**src/hdl/psp_pkg.sv**
```systemverilog
// Package for the progress sequence parser: payload structs, character and
// status codes, field limits. No dependencies; imported by every hdl file.
package psp_pkg;

  localparam int MAX_PERCENT      = 100;
  localparam int MAX_FIELD_DIGITS = 3;

  localparam int VALUE_W = 10;
  localparam int COUNT_W = $clog2(MAX_FIELD_DIGITS + 1);

  localparam logic [7:0] CHAR_FOUR = 8'h34;
  localparam logic [7:0] CHAR_SEMI = 8'h3B;
  localparam logic [7:0] CHAR_ZERO = 8'h30;
  localparam logic [7:0] CHAR_NINE = 8'h39;

  localparam logic [1:0] STATUS_OK          = 2'd0;
  localparam logic [1:0] STATUS_BAD_PREFIX  = 2'd1;
  localparam logic [1:0] STATUS_BAD_STATE   = 2'd2;
  localparam logic [1:0] STATUS_BAD_PERCENT = 2'd3;

  localparam logic [2:0] PROG_CLEAR         = 3'd0;
  localparam logic [2:0] PROG_NORMAL        = 3'd1;
  localparam logic [2:0] PROG_ERROR         = 3'd2;
  localparam logic [2:0] PROG_INDETERMINATE = 3'd3;
  localparam logic [2:0] PROG_PAUSED        = 3'd4;

  typedef struct packed {
    logic [7:0] payload_byte;
    logic       last_byte;
  } psp_in_t;

  typedef struct packed {
    logic [1:0] status;
    logic [2:0] shown_state;
    logic [6:0] shown_percent;
  } psp_out_t;

endpackage

```
**src/hdl/psp_in_reg.sv**
```systemverilog
// Input register of the progress sequence parser: holds one transfer until
// the parse stage takes it. Depends on psp_pkg.
module psp_in_reg
  import psp_pkg::*;
(
  input  logic    clk,
  input  logic    rst,
  input  logic    in_valid,
  output logic    in_ready,
  input  psp_in_t in_data,
  input  logic    advance,
  output logic    hold_valid,
  output psp_in_t hold_data
);

  assign in_ready = !hold_valid || advance;

  always_ff @(posedge clk) begin
    if (rst) begin
      hold_valid <= 1'b0;
    end else if (in_ready) begin
      hold_valid <= in_valid;
    end
  end

  always_ff @(posedge clk) begin
    if (in_valid && in_ready) begin
      hold_data <= in_data;
    end
  end

endmodule

```
**src/hdl/psp_core.sv**
```systemverilog
// Parse stage of the progress sequence parser: per-byte field parsing,
// end-of-payload check and the kept state and percentage. Depends on psp_pkg.
module psp_core
  import psp_pkg::*;
(
  input  logic     clk,
  input  logic     rst,
  input  logic     step,
  input  psp_in_t  item,
  output psp_out_t result
);

  localparam logic [1:0] PH_FOUR    = 2'd0;
  localparam logic [1:0] PH_SEMI    = 2'd1;
  localparam logic [1:0] PH_STATE   = 2'd2;
  localparam logic [1:0] PH_PERCENT = 2'd3;

  logic [1:0]         phase;
  logic [VALUE_W-1:0] state_value;
  logic [COUNT_W-1:0] state_count;
  logic [VALUE_W-1:0] percent_value;
  logic [COUNT_W-1:0] percent_count;
  logic [1:0]         error_latch;
  logic [2:0]         current_state;
  logic [6:0]         current_percent;

  logic [1:0]         phase_next;
  logic [VALUE_W-1:0] state_value_next;
  logic [COUNT_W-1:0] state_count_next;
  logic [VALUE_W-1:0] percent_value_next;
  logic [COUNT_W-1:0] percent_count_next;
  logic [1:0]         error_next;
  logic [2:0]         current_state_next;
  logic [6:0]         current_percent_next;
  logic [1:0]         final_status;

  logic               is_digit;
  logic [3:0]         digit;
  logic               state_full;
  logic               percent_full;
  logic               state_field_ok;
  logic               supplied;
  logic [6:0]         clamped;

  assign is_digit     = (item.payload_byte >= CHAR_ZERO) && (item.payload_byte <= CHAR_NINE);
  assign digit        = 4'(item.payload_byte - CHAR_ZERO);
  assign state_full   = state_count >= COUNT_W'(MAX_FIELD_DIGITS);
  assign percent_full = percent_count >= COUNT_W'(MAX_FIELD_DIGITS);

  // Per-byte parse; a latched error freezes everything until the last byte.
  always_comb begin
    phase_next         = phase;
    state_value_next   = state_value;
    state_count_next   = state_count;
    percent_value_next = percent_value;
    percent_count_next = percent_count;
    error_next         = error_latch;
    if (error_latch == STATUS_OK) begin
      unique case (phase)
        PH_FOUR: begin
          if (item.payload_byte == CHAR_FOUR) phase_next = PH_SEMI;
          else error_next = STATUS_BAD_PREFIX;
        end
        PH_SEMI: begin
          if (item.payload_byte == CHAR_SEMI) phase_next = PH_STATE;
          else error_next = STATUS_BAD_PREFIX;
        end
        PH_STATE: begin
          if (is_digit) begin
            if (state_full) begin
              error_next = STATUS_BAD_STATE;
            end else begin
              state_value_next = (state_value << 3) + (state_value << 1)
                                 + VALUE_W'(digit);
              state_count_next = state_count + COUNT_W'(1);
            end
          end else if (item.payload_byte == CHAR_SEMI) begin
            if (state_count != '0 && state_value <= VALUE_W'(PROG_PAUSED)) begin
              phase_next = PH_PERCENT;
            end else begin
              error_next = STATUS_BAD_STATE;
            end
          end else begin
            error_next = STATUS_BAD_STATE;
          end
        end
        default: begin
          if (!is_digit || percent_full) begin
            error_next = STATUS_BAD_PERCENT;
          end else begin
            percent_value_next = (percent_value << 3) + (percent_value << 1)
                                 + VALUE_W'(digit);
            percent_count_next = percent_count + COUNT_W'(1);
          end
        end
      endcase
    end
  end

  // End-of-payload check on the values after this byte.
  assign state_field_ok = (state_count_next != '0)
                          && (state_value_next <= VALUE_W'(PROG_PAUSED));
  assign supplied = (phase_next == PH_PERCENT) && (percent_count_next != '0);
  assign clamped  = (percent_value_next > VALUE_W'(MAX_PERCENT)) ?
                    7'(MAX_PERCENT) : percent_value_next[6:0];

  always_comb begin
    final_status         = error_next;
    current_state_next   = current_state;
    current_percent_next = current_percent;
    priority if (error_next != STATUS_OK) begin
      final_status = error_next;
    end else if (phase_next == PH_FOUR || phase_next == PH_SEMI) begin
      final_status = STATUS_BAD_PREFIX;
    end else if (phase_next == PH_STATE && !state_field_ok) begin
      final_status = STATUS_BAD_STATE;
    end else begin
      final_status       = STATUS_OK;
      current_state_next = state_value_next[2:0];
      unique case (state_value_next[2:0])
        PROG_CLEAR:  current_percent_next = '0;
        PROG_NORMAL: current_percent_next = supplied ? clamped : '0;
        PROG_ERROR, PROG_PAUSED: begin
          if (supplied) current_percent_next = clamped;
        end
        default:     current_percent_next = current_percent;
      endcase
    end
  end

  assign result.status        = final_status;
  assign result.shown_state   = current_state_next;
  assign result.shown_percent = current_percent_next;

  always_ff @(posedge clk) begin
    if (rst) begin
      phase           <= PH_FOUR;
      state_value     <= '0;
      state_count     <= '0;
      percent_value   <= '0;
      percent_count   <= '0;
      error_latch     <= STATUS_OK;
      current_state   <= PROG_CLEAR;
      current_percent <= '0;
    end else if (step) begin
      if (item.last_byte) begin
        phase           <= PH_FOUR;
        state_value     <= '0;
        state_count     <= '0;
        percent_value   <= '0;
        percent_count   <= '0;
        error_latch     <= STATUS_OK;
        current_state   <= current_state_next;
        current_percent <= current_percent_next;
      end else begin
        phase         <= phase_next;
        state_value   <= state_value_next;
        state_count   <= state_count_next;
        percent_value <= percent_value_next;
        percent_count <= percent_count_next;
        error_latch   <= error_next;
      end
    end
  end

endmodule

```
**src/hdl/psp_out_reg.sv**
```systemverilog
// Result register of the progress sequence parser: holds one result until
// the downstream side takes it. Depends on psp_pkg.
module psp_out_reg
  import psp_pkg::*;
(
  input  logic     clk,
  input  logic     rst,
  input  logic     load,
  input  psp_out_t load_data,
  output logic     out_valid,
  input  logic     out_ready,
  output psp_out_t out_data
);

  always_ff @(posedge clk) begin
    if (rst) begin
      out_valid <= 1'b0;
    end else if (load) begin
      out_valid <= 1'b1;
    end else if (out_ready) begin
      out_valid <= 1'b0;
    end
  end

  always_ff @(posedge clk) begin
    if (load) begin
      out_data <= load_data;
    end
  end

endmodule

```
**src/hdl/progress_sequence_parser_top.sv**
```systemverilog
// Top level of the progress sequence parser: input register, parse stage,
// result register. Depends on psp_pkg, psp_in_reg, psp_core, psp_out_reg.
//
//   channel | direction | handshake            | payload
//   --------+-----------+----------------------+-----------------------------
//   in      | sink      | in_valid / in_ready  | psp_in_t  (byte, last mark)
//   out     | source    | out_valid / out_ready| psp_out_t (status, state, %)
//
// One byte per cycle while no last byte waits on a full result slot: the
// parse stage consumes the held byte, and a last byte writes its result into
// the result register as it is consumed, after passing the input register.
// Only a last byte needs a free result slot; other bytes advance even while
// a result waits. Reset (rst, synchronous) drops held items and returns to
// the prefix phase with state clear and percentage zero.
module progress_sequence_parser_top
  import psp_pkg::*;
(
  input  logic     clk,
  input  logic     rst,
  input  logic     in_valid,
  output logic     in_ready,
  input  psp_in_t  in_data,
  output logic     out_valid,
  input  logic     out_ready,
  output psp_out_t out_data
);

  logic     hold_valid;
  psp_in_t  hold_data;
  logic     advance;
  psp_out_t result;

  // Advance the held byte unless it is a last byte and the result slot
  // stays full this cycle.
  assign advance = hold_valid && (!hold_data.last_byte || !out_valid || out_ready);

  psp_in_reg u_in_reg (
    .clk        (clk),
    .rst        (rst),
    .in_valid   (in_valid),
    .in_ready   (in_ready),
    .in_data    (in_data),
    .advance    (advance),
    .hold_valid (hold_valid),
    .hold_data  (hold_data)
  );

  psp_core u_core (
    .clk    (clk),
    .rst    (rst),
    .step   (advance),
    .item   (hold_data),
    .result (result)
  );

  psp_out_reg u_out_reg (
    .clk       (clk),
    .rst       (rst),
    .load      (advance && hold_data.last_byte),
    .load_data (result),
    .out_valid (out_valid),
    .out_ready (out_ready),
    .out_data  (out_data)
  );

endmodule

```
**config.mk**
```make
export PLATFORM = sky130hd
export DESIGN_NAME = progress_sequence_parser_top
export DESIGN_NICKNAME = d
export VERILOG_FILES = /design/src/hdl/psp_pkg.sv /design/src/hdl/psp_in_reg.sv /design/src/hdl/psp_core.sv /design/src/hdl/psp_out_reg.sv /design/src/hdl/progress_sequence_parser_top.sv
export SDC_FILE = /design/constraint.sdc
export NUM_CORES = 1
export LEC_CHECK = 0
export BUFFER_PORTS_ARGS = -buffer_cell sky130_fd_sc_hd__buf_2
export CAP_MARGIN = 20
export CORE_ASPECT_RATIO = 0.8
export CORE_MARGIN = 5
export CORE_UTILIZATION = 25
export DETAILED_ROUTE_END_ITERATION = 6
export GPL_TIMING_DRIVEN = 0
export PLACE_DENSITY = 0.49
export SETUP_SLACK_MARGIN = 0.02
export SYNTH_ARGS = -nofsm -noshare
export SYNTH_HDL_FRONTEND = slang
export SYNTH_SLANG_ARGS = --single-unit
export TNS_END_PERCENT = 10
```
**constraint.sdc**
```tcl
create_clock -name clk -period 5.5 [get_ports clk]
set_input_delay 0.275 -clock clk [delete_from_list [all_inputs] [get_ports clk]]
set_output_delay 0.275 -clock clk [all_outputs]
set_load 0.01 [all_outputs]
```
; Yosys cells after proc, flatten, opt, wreduce, memory -nomap -nowiden
; Cells that the tools add are included.
[op_classes]
addsub = 7
magnitude_cmp = 7
eq_ne = 10
mux = 51
reduce_logical = 30
[ops]
columns = cell, n
row1 = two-way mux 10 bit, 9
row2 = two-way mux 2 bit, 28
row3 = two-way mux 7 bit, 6
row4 = one-hot mux 7 bit (3 select lines), 1
row5 = adder 10 bit, 2
row6 = adder 10 x 4 -> 10 bit, 2
row7 = less-or-equal comparator 10 x 3 -> 1 bit (second input constant), 2
row8 = == test 8 x 6 -> 1 bit (second input constant), 2
row9 = one-hot mux 2 bit (3 select lines), 2
row10 = greater-than comparator 10 x 7 -> 1 bit (second input constant), 1
row11 = nonzero test 2 bit, 5
row12 = two-way mux 3 bit, 3
row13 = >= comparator 8 x 6 -> 1 bit (second input constant), 1
row14 = less-or-equal comparator 8 x 6 -> 1 bit (second input constant), 1
row15 = logical AND 1 bit, 8
row16 = == test 2 bit (second input constant), 3
row17 = logical NOT 2 bit, 3
row18 = logical NOT 1 bit, 5
row19 = logical OR 1 bit, 5
row20 = adder 2 x 1 -> 2 bit (second input constant), 2
row21 = == test 2 x 1 -> 1 bit (second input constant), 2
row22 = >= comparator 2 bit (second input constant), 2
row23 = subtractor 4 x 1 -> 4 bit (second input constant), 1
row24 = == test 3 x 1 -> 1 bit (second input constant), 1
row25 = 7 further kinds, 8
[totals]
reg_bits = 61
in_bits = 13
wordCells = 120

; Logic depth before layout (Yosys ltp)
; Gate-level depths: netlist of the first run.
[logic_depth]
ltp_word = 14
mapped_depth = 13

; Hierarchy
; Synthesis of the first run repeated with hierarchy kept, for this count alone.
[hier_totals]
cells_unflattened = 427
area_unflattened_um2 = 3978.8
[modules_own_cells]
columns = module, n_inst, cells_per_inst, area_per_inst_um2
row1 = psp_core, 1, 393, 3221.8
row2 = psp_out_reg, 1, 16, 399.1
row3 = psp_in_reg, 1, 14, 325.3
row4 = progress_sequence_parser_top, 1, 4, 32.5

; Worst setup path after synthesis of the first run
; OpenSTA, ideal clock, no wires.
[synth_timing]
kind = register -> register
start = register u_in_reg.hold_data[4] (netlist name)
end = register u_out_reg.out_data[7] (netlist name)
setup_ns = 0.262
t_arrival_ns = 3.028
slack_ns = 2.210
path_stages_with_launch = 13
n_path_buf = 0
period_less_slack_ns = 3.290
path_cell_list = edfxtp_1 > inv_1 > fa_1 > inv_1 > fa_1 > a211o_1 > o21ai_0 > xnor2_1 > nand4b_1 > o31ai_1 > a41o_2 > and2_4 > mux2_1

==> metrics.md, run 1 <==
| Metric | Value |
|---|---|
| Post-synthesis instance area | 3790 sq um |
| Antenna violation net count after detailed routing | 0 |
| Reg2reg setup slack | 1.79 ns |
| Crit path capture type | flop |
| Number of antenna cells inserted | 0 |
| Gate count of the mapped netlist | 389 |
| Kind of start point of the critical path | flop |
| Crit path buf inv count | 3 |
| Min Clock Period, post-route | 3.71 ns |
| Netlist cell types | 72 |
| Post-synthesis compound-gate area fraction | 0.219 |
| Overflow left after global routing | 0 |
| Hold buffer count at cts | 0 |
| Wire length of the first global-routing pass | 16.4 mm |
| Cell Chain, Critical Path | inv_1, fa_1, inv_1, fa_1, a211o_1, o21ai_0, xnor2_1, nand4b_1, o31ai_1, a41o_2, buf_6, nand3_1, o2bb2ai_1 |
| Die ar. | 17,800 sq um |
| Delay of the slowest cell on the worst path | 0.55 ns |
| Number of buffers added by the clock tree synthesis step | 9 |
| Max-cap violations | 0 |
| Kind of cell adding the most delay to the critical path | compound AO/OA/AOI/OAI gates |
| Number of antenna violations at the first check in global routing | 0 |
| Synthesis Warnings | 0 |
| Critical Setup Path Class | reg -> reg |
| Power density over the cells | 233 nW/um^2 |
| Clock insertion delay at the later pin of the skew report | 0.33 ns |
| CTS tree | yes |
| Commonest cells after routing, fill and taps aside | sky130_fd_sc_hd__nor2_1 (41), sky130_fd_sc_hd__dfxtp_1 (40), sky130_fd_sc_hd__buf_2 (31), sky130_fd_sc_hd__ha_1 (29), sky130_fd_sc_hd__nand2_1 (24) |
| Die outline width | 148 um |
| Result of the run | finished clean |
| Top-area cell type share of the netlist area | 0.211 |
| Post-Syn Nets | 435 |
| FFs w/ async S/R, synth | 0 |
| Top Ports | 27 |
| Count of standard-cell rows | 40 |
| Setup Buffers After CTS | 0 |
| Fraction of the cycle the final worst path needs | 0.674 |
| Number of vias in the routed layout | 3,082 |
| Data required time at the worst endpoint | 5.58 ns |
| Clk Tree Root Cell | sky130_fd_sc_hd__clkbuf_16 |
| Synthesized-area fraction occupied by and/or/nand/nor cells | 0.175 |
| Iteration-0 DRC Markers | 207 |
| Most used flip-flop cell after synthesis | sky130_fd_sc_hd__dfxtp_1 |
| Largest fanout on the critical path | 10 |
| Placeable core area | 15,000 sq um |
| Final Total Pwr | 1040 uW |
| Pre-antenna DRT Iters | 4 |
| Top achievable clock speed | 270 MHz |
| Final sum of negative setup slack | 0 ns |
| Setup violation total in the final timing report | 0 |
| Main combinational cell family by area after synthesis | compound AO/OA/AOI/OAI gates |
| Via count of the first global-routing pass | 3,050 |
| Detailed placer's ending HPWL | 7.75 mm |
| Drc violations | 0 |
| Maximum ir drop on the vdd rail | 190 uV |
| Tightest slew margin relative to the limit | 0.324 |
| Maximum number of pins on one net before global-route repair | 16 |
| Hold Vio Cnt, Final | 0 |
| Synthesized-area fraction occupied by adder cells | 0.119 |
| Total wire length | 10.2 mm |
| Cell with the largest stage delay on the worst path | sky130_fd_sc_hd__fa_1 |
| Final Wtd Congestion | 0.822 |
| Arrival time at the worst endpoint | 3.78 ns |
| Mux share of post-synthesis cell area | 0.0300 |
| Class of the tightest hold or removal check | in -> reg |
| Maximum number of buffers from clock root to sink | 2 |
| # fillers | 1,569 |
| Post-synth EDFFs | 21 |
| Slew of the pin with the lowest slew margin | 1.01 ns |
| Commonest non-fill, non-tap cell in the layout | sky130_fd_sc_hd__nor2_1 |
| Biggest area consumer among synthesized cells | sky130_fd_sc_hd__dfxtp_1 |
| Final nets | 472 |
| H-Tree Depth | 3 |
| Sequential-to-total area share from yosys stat | 0.377 |
| Final routed wire length divided by cell count | 16.4 um |
| Ratio of cells with drive above 1 in the final layout | 0.160 |
| Gr usage total | 0.117 |
| Xor and xnor area share after synthesis | 0.0415 |
| Initial Util | 0.254 |
| PostCTS Resize Cnt | 0 |
| Final worst clock skew | 0.00696 ns |
| RSZ-0062 raised after global routing | false |
| Average footprint of a synthesized cell | 9.76 sq um |
| Sink Count | 61 |
| Height of the die | 120 um |
| Top post-synthesis cells by area | sky130_fd_sc_hd__dfxtp_1 (21%), sky130_fd_sc_hd__edfxtp_1 (17%), sky130_fd_sc_hd__ha_1 (9.6%) |
| Area growth from synthesis to layout | 17.4% |
| Reported leakage power | 0.00185 uW |
| Number of flip-flops and latches in the synthesized netlist | 61 |
| Clock input transition at the sequential cells of the worst setup and hold paths | 0.06 ns |
| Via density per instance | 4.97 |
| Count of input and output buffers | 25 |
| Fin. max-slew vios | 0 |
[Yosys cell counts (all sizes together), types with 8 or more instances]
library cell  number
a21oi             12
buf                8
nor3              12
o21ai             19
clkbuf             8
o2bb2ai           14
inv               18
dfxtp             40
nor2              42
mux2i              8
edfxtp            21
ha                29
nand3              9
a22oi             17
nand2             24
xnor2             12
[worst paths after layout]
kind	start	end	cells after the start
hold / removal	in_data[8]	u_in_reg.hold_data[8]	1
setup / recovery	u_in_reg.hold_data[4]	u_out_reg.out_data[1]	13
hold reg to reg	u_core.current_percent[3]	u_core.current_percent[3]	1
setup reg to reg	u_in_reg.hold_data[4]	u_out_reg.out_data[1]	13
[registers in the layout, indices dropped and copies added (netlist names)]
register	cells
u_core.state_count	2
u_core.percent_value	10
u_out_reg.out_valid	1
u_core.current_state	3
u_core.percent_count	2
u_core.error_latch	2
u_core.current_percent	7
u_in_reg.hold_data	9
u_core.state_value	10
u_core.phase	2
u_in_reg.hold_valid	1
u_out_reg.out_data	12
[power breakdown]
part           switching (uW)  internal [uW]
combinational            35.0           17.0
clock                     206            303
sequential               5.76            473
[through the flow]
| step | hold slack [ns] | util | instances | area [sq um] | worst slack (ns) |
|---|---|---|---|---|---|
| global route | 0.108 | 0.298 | 620 | 4460 | 1.56 |
| global placement | 0.446 | 0.278 | 603 | 4160 | 1.82 |
| floorplan | 0.374 | - | 389 | 3790 | 2.21 |
| finish | 0.112 | 0.298 | 620 | 4460 | 1.79 |
| detailed placement | 0.451 | 0.280 | 604 | 4190 | 1.76 |
| CTS | 0.105 | 0.298 | 620 | 4460 | 1.74 |
[cell families after synthesis]
| logic type | Yosys count |
|---|---|
| buf+inv | 34 |
| mux | 11 |
| fa+ha+maj | 34 |
| simple gates | 120 |
| compound gates | 111 |
| flops | 61 |
| xor+xnor | 18 |
[metal layers]
metal  vias to the layer above  track usage  part of all wire
met5                         -            0                 0
met4                         0       0.0244            0.0090
met3                         9       0.0315             0.048
met2                        62        0.164              0.40
met1                      1469        0.177              0.54
li1                       1542            -                 -
[final cells by class]
cell class                 count  area [sq um]  share of cell area
clock inverter                 6          41.3             0.00926
clock buffer                  10           229              0.0514
buffer                        16          78.8              0.0177
tap                          189           236              0.0531
timing repair buffer          26           153              0.0343
inverter                      18          67.6              0.0152
multi-input combinational    294          2220               0.498
sequential                    61          1430               0.321
No activity file was read; power rests on OpenSTA's default activity.
==> inputs of run 2 (changes only) <==
Settings changed: PLACE_DENSITY 0.49 to 0.5.
Clock period 5.5 ns to 3.35 ns, I/O delays scaled along.
==> run 2 against run 1 <==
Critical path depth down 1. Via count up 4.1%. Maximum frequency up 11%. Largest power group unchanged. The run now ends with setup timing left. Register-to-register slack worse by 1.8 ns. Utilization up 1.6 points. Clock-buffer cell count up 1. Combinational power up 86%. Highest routed layer unchanged. Sequential power up 63%. Die area unchanged. Global-route usage up 0.57 points. Total power up 71%.
==> metrics.md, run 2 (synthesis gave the netlist of run 1 again) <==
| Metric | Value |
|---|---|
| Result of the run | finished with violations |
| Violated checks | setup timing |
| FF-to-FF path depth | 12 (-1) |
| Wire length of the first global-routing pass | 17.3 mm (+5.4%) |
| Number of vias in the routed layout | 3,207 (+4.1%) |
| Final routed wire length divided by cell count | 16.5 um (+1.0%) |
| Overflow left after global routing | 0 (unchanged) |
| Number of flip-flops in the largest register | 12 (unchanged) |
| Height of the die | 120 um (unchanged) |
| Ratio of cells with drive above 1 in the final layout | 0.234 (+0.0736) |
| Worst hold path depth | 1 (unchanged) |
| Die ar. | 17,800 sq um (unchanged) |
| Class of the tightest hold or removal check | in -> reg |
| Clock insertion delay at the later pin of the skew report | 0.33 ns (about the same) |
| Maximum number of pins on one net before global-route repair | 12 (-4) |
| Registers with the highest flip-flop counts | u_out_reg.out_data: 12 flops, u_core.percent_value: 10 flops, u_core.state_value: 10 flops |
| Commonest non-fill, non-tap cell in the layout | sky130_fd_sc_hd__nor2_1 |
| Largest fanout on the critical path | 3 (-7) |
| Final nets | 486 (+3.0%) |
| Setup violation total in the final timing report | 1 (+1) |
| Drc violations | 0 (unchanged) |
| Clock input transition at the sequential cells of the worst setup and hold paths | 0.05 ns (about the same) |
| Area growth from synthesis to layout | 23.7% |
| Final Worst Setup Slack | -0.00347 ns (-1.80 ns) |
| Min Clock Period, post-route | 3.35 ns (-0.354 ns) |
| Fraction of the cycle the final worst path needs | 1.00 (+0.327) |
| # fillers | 1,544 (-1.6%) |
| Crit path buf inv count | 2 (-1) |
| Top Ports | 27 (unchanged) |
| Clk Tree Root Cell | sky130_fd_sc_hd__clkbuf_16 |
| Top achievable clock speed | 298 MHz (+11%) |
| Fin. max-slew vios | 0 (unchanged) |
| Sink Count | 61 (unchanged) |
| Die outline width | 148 um (unchanged) |
| Number of antenna violations at the first check in global routing | 0 (unchanged) |
| Crit path capture type | flop |
| Number of antenna cells inserted | 0 (unchanged) |
| Max-cap violations | 0 (unchanged) |
| Initial Util | 0.254 (unchanged) |
| Tightest slew margin relative to the limit | 0.329 (+0.00482) |
| Total number of cells along the worst setup path | 12 (-1) |
| Reported leakage power | 0.00194 uW (+4.9%) |
| Cell seen most often among critical-path stages | sky130_fd_sc_hd__inv_2 |
| Maximum number of buffers from clock root to sink | 2 (unchanged) |
| Count of standard-cell rows | 40 (unchanged) |
| Maximum ir drop on the vdd rail | 265 uV (+40%) |
| Area of combinational cells with multiple inputs | 2340 sq um (+5.3%) |
| Final Wtd Congestion | 0.845 (+2.8%) |
| Critical Setup Path Class | reg -> reg |
| Largest register by flop count | u_out_reg.out_data |
| Final worst clock skew | 0.00639 ns (-0.000567 ns) |
| Commonest cells after routing, fill and taps aside | sky130_fd_sc_hd__nor2_1 (41), sky130_fd_sc_hd__dfxtp_1 (37), sky130_fd_sc_hd__buf_2 (31), sky130_fd_sc_hd__ha_1 (26), sky130_fd_sc_hd__nand2_1 (23) |
| Data required time at the worst endpoint | 3.42 ns (-2.16 ns) |
| Delay of the slowest cell on the worst path | 0.42 ns (-0.13 ns) |
| H-Tree Depth | 3 (unchanged) |
| Hold Vio Cnt, Final | 0 (unchanged) |
| Cell with the largest stage delay on the worst path | sky130_fd_sc_hd__fa_1 |
| Slew of the pin with the lowest slew margin | 0.999 ns (-0.00717 ns) |
| Final Instance Area | 4690 sq um (+5.3%) |
| Sequential cell area | 1440 sq um (+0.61%) |
| Kind of start point of the critical path | flop |
| Number of buffers added by the clock tree synthesis step | 9 (unchanged) |
| RSZ-0062 raised after global routing | true |
| CTS tree | yes |
| Hold buffer count at cts | 0 (unchanged) |
| Gr usage total | 0.123 (+0.00567) |
| Total cell area at the placement stage | 4170 sq um (-0.30%) |
| Count of input and output buffers | 25 (unchanged) |
| Total wire length | 10.5 mm (+3.3%) |
| Cell Chain, Critical Path | inv_2, fa_1, inv_2, ha_4, a211oi_4, o21bai_2, o41ai_2, xnor2_1, o31ai_1, a41o_2, and2_4, mux2_4 |
| Detailed placer's ending HPWL | 7.73 mm (-0.29%) |
| Final sum of negative setup slack | -0.00347 ns (-0.00347 ns) |
| Antenna violation net count after detailed routing | 0 (unchanged) |
| Setup Slack @ Placement | -0.352 ns (-2.11 ns) |
| Power density over the cells | 379 nW/um^2 (+62%) |
| Pre-antenna DRT Iters | 4 (unchanged) |
| Placeable core area | 15,000 sq um (unchanged) |
| Kind of cell adding the most delay to the critical path | compound AO/OA/AOI/OAI gates |
| Via density per instance | 5.06 (+1.8%) |
| Arrival time at the worst endpoint | 3.43 ns (-0.35 ns) |
| Via count of the first global-routing pass | 3,254 (+6.7%) |
| Iteration-0 DRC Markers | 245 (+18%) |
[run 2: timing repair]
item / 4_1_cts / 5_1_grt
pin swaps: 13 / 7
setup buffers: 12 / 1
gates resized for setup: 25 / 6
endpoints found under the setup margin: 21 / 21
[run 2: where the power goes]
part,internal [uW],switching (uW)
clock network,570,326
registers,775,8.05
logic,34.0,62.7
total,1380,397
[run 2: area by class of cell]
type                    count  share of cell area
repair buffers             40              0.0523
flip-flops and latches     61               0.307
clock inverters             5              0.0109
multi-input cells         294               0.498
well taps                 189              0.0504
plain buffers              16              0.0176
clock buffers              11              0.0496
inverters                  18              0.0144
[run 2: path summary, 6_finish.rpt]
path	startpoint	to	slack, ns
hold / removal	in_data[7]	u_in_reg.hold_data[7]	0.01
setup reg to reg	u_in_reg.hold_data[4]	u_out_reg.out_data[9]	-0.003
setup / recovery	u_in_reg.hold_data[4]	u_out_reg.out_data[9]	-0.003
hold reg to reg	u_core.current_percent[3]	u_core.current_percent[3]	0.49
[run 2: stage by stage]
| stage | hold slack, ns | utilization | power, uW | cells |
|---|---|---|---|---|
| 6_report | 0.0129 | 0.314 | 1780 | 634 |
| 5_1_grt | 0.000553 | 0.314 | 1830 | 634 |
| 4_1_cts | 0.00289 | 0.311 | 1790 | 632 |
| 3_5_place_dp | 0.346 | 0.279 | 884 | 604 |
| 3_3_place_gp | 0.346 | 0.278 | 881 | 603 |
| 2_1_floorplan | 0.266 | - | 849 | 389 |
[run 2: worst register-to-register path, delay by kind of cell (launching register included)]
| family | cells | cell delay [ns] |
|---|---|---|
| AOI/OAI and AO/OA | 5 | 1.22 |
| adders and majority gates | 2 | 0.63 |
| DFF | 1 | 0.40 |
| muxes | 1 | 0.31 |
| and+or+nand+nor | 1 | 0.20 |
| buffers and inverters | 2 | 0.19 |
| xor gates and xnor gates | 1 | 0.15 |
[run 2: metal layers]
metal / up-vias / track usage / routed length (um)
li1: 1568 / - / -
met1: 1515 / 0.178 / 5290
met2: 112 / 0.180 / 4360
met3: 12 / 0.0292 / 693
met4: 0 / 0.0349 / 144
met5: - / 0 / 0
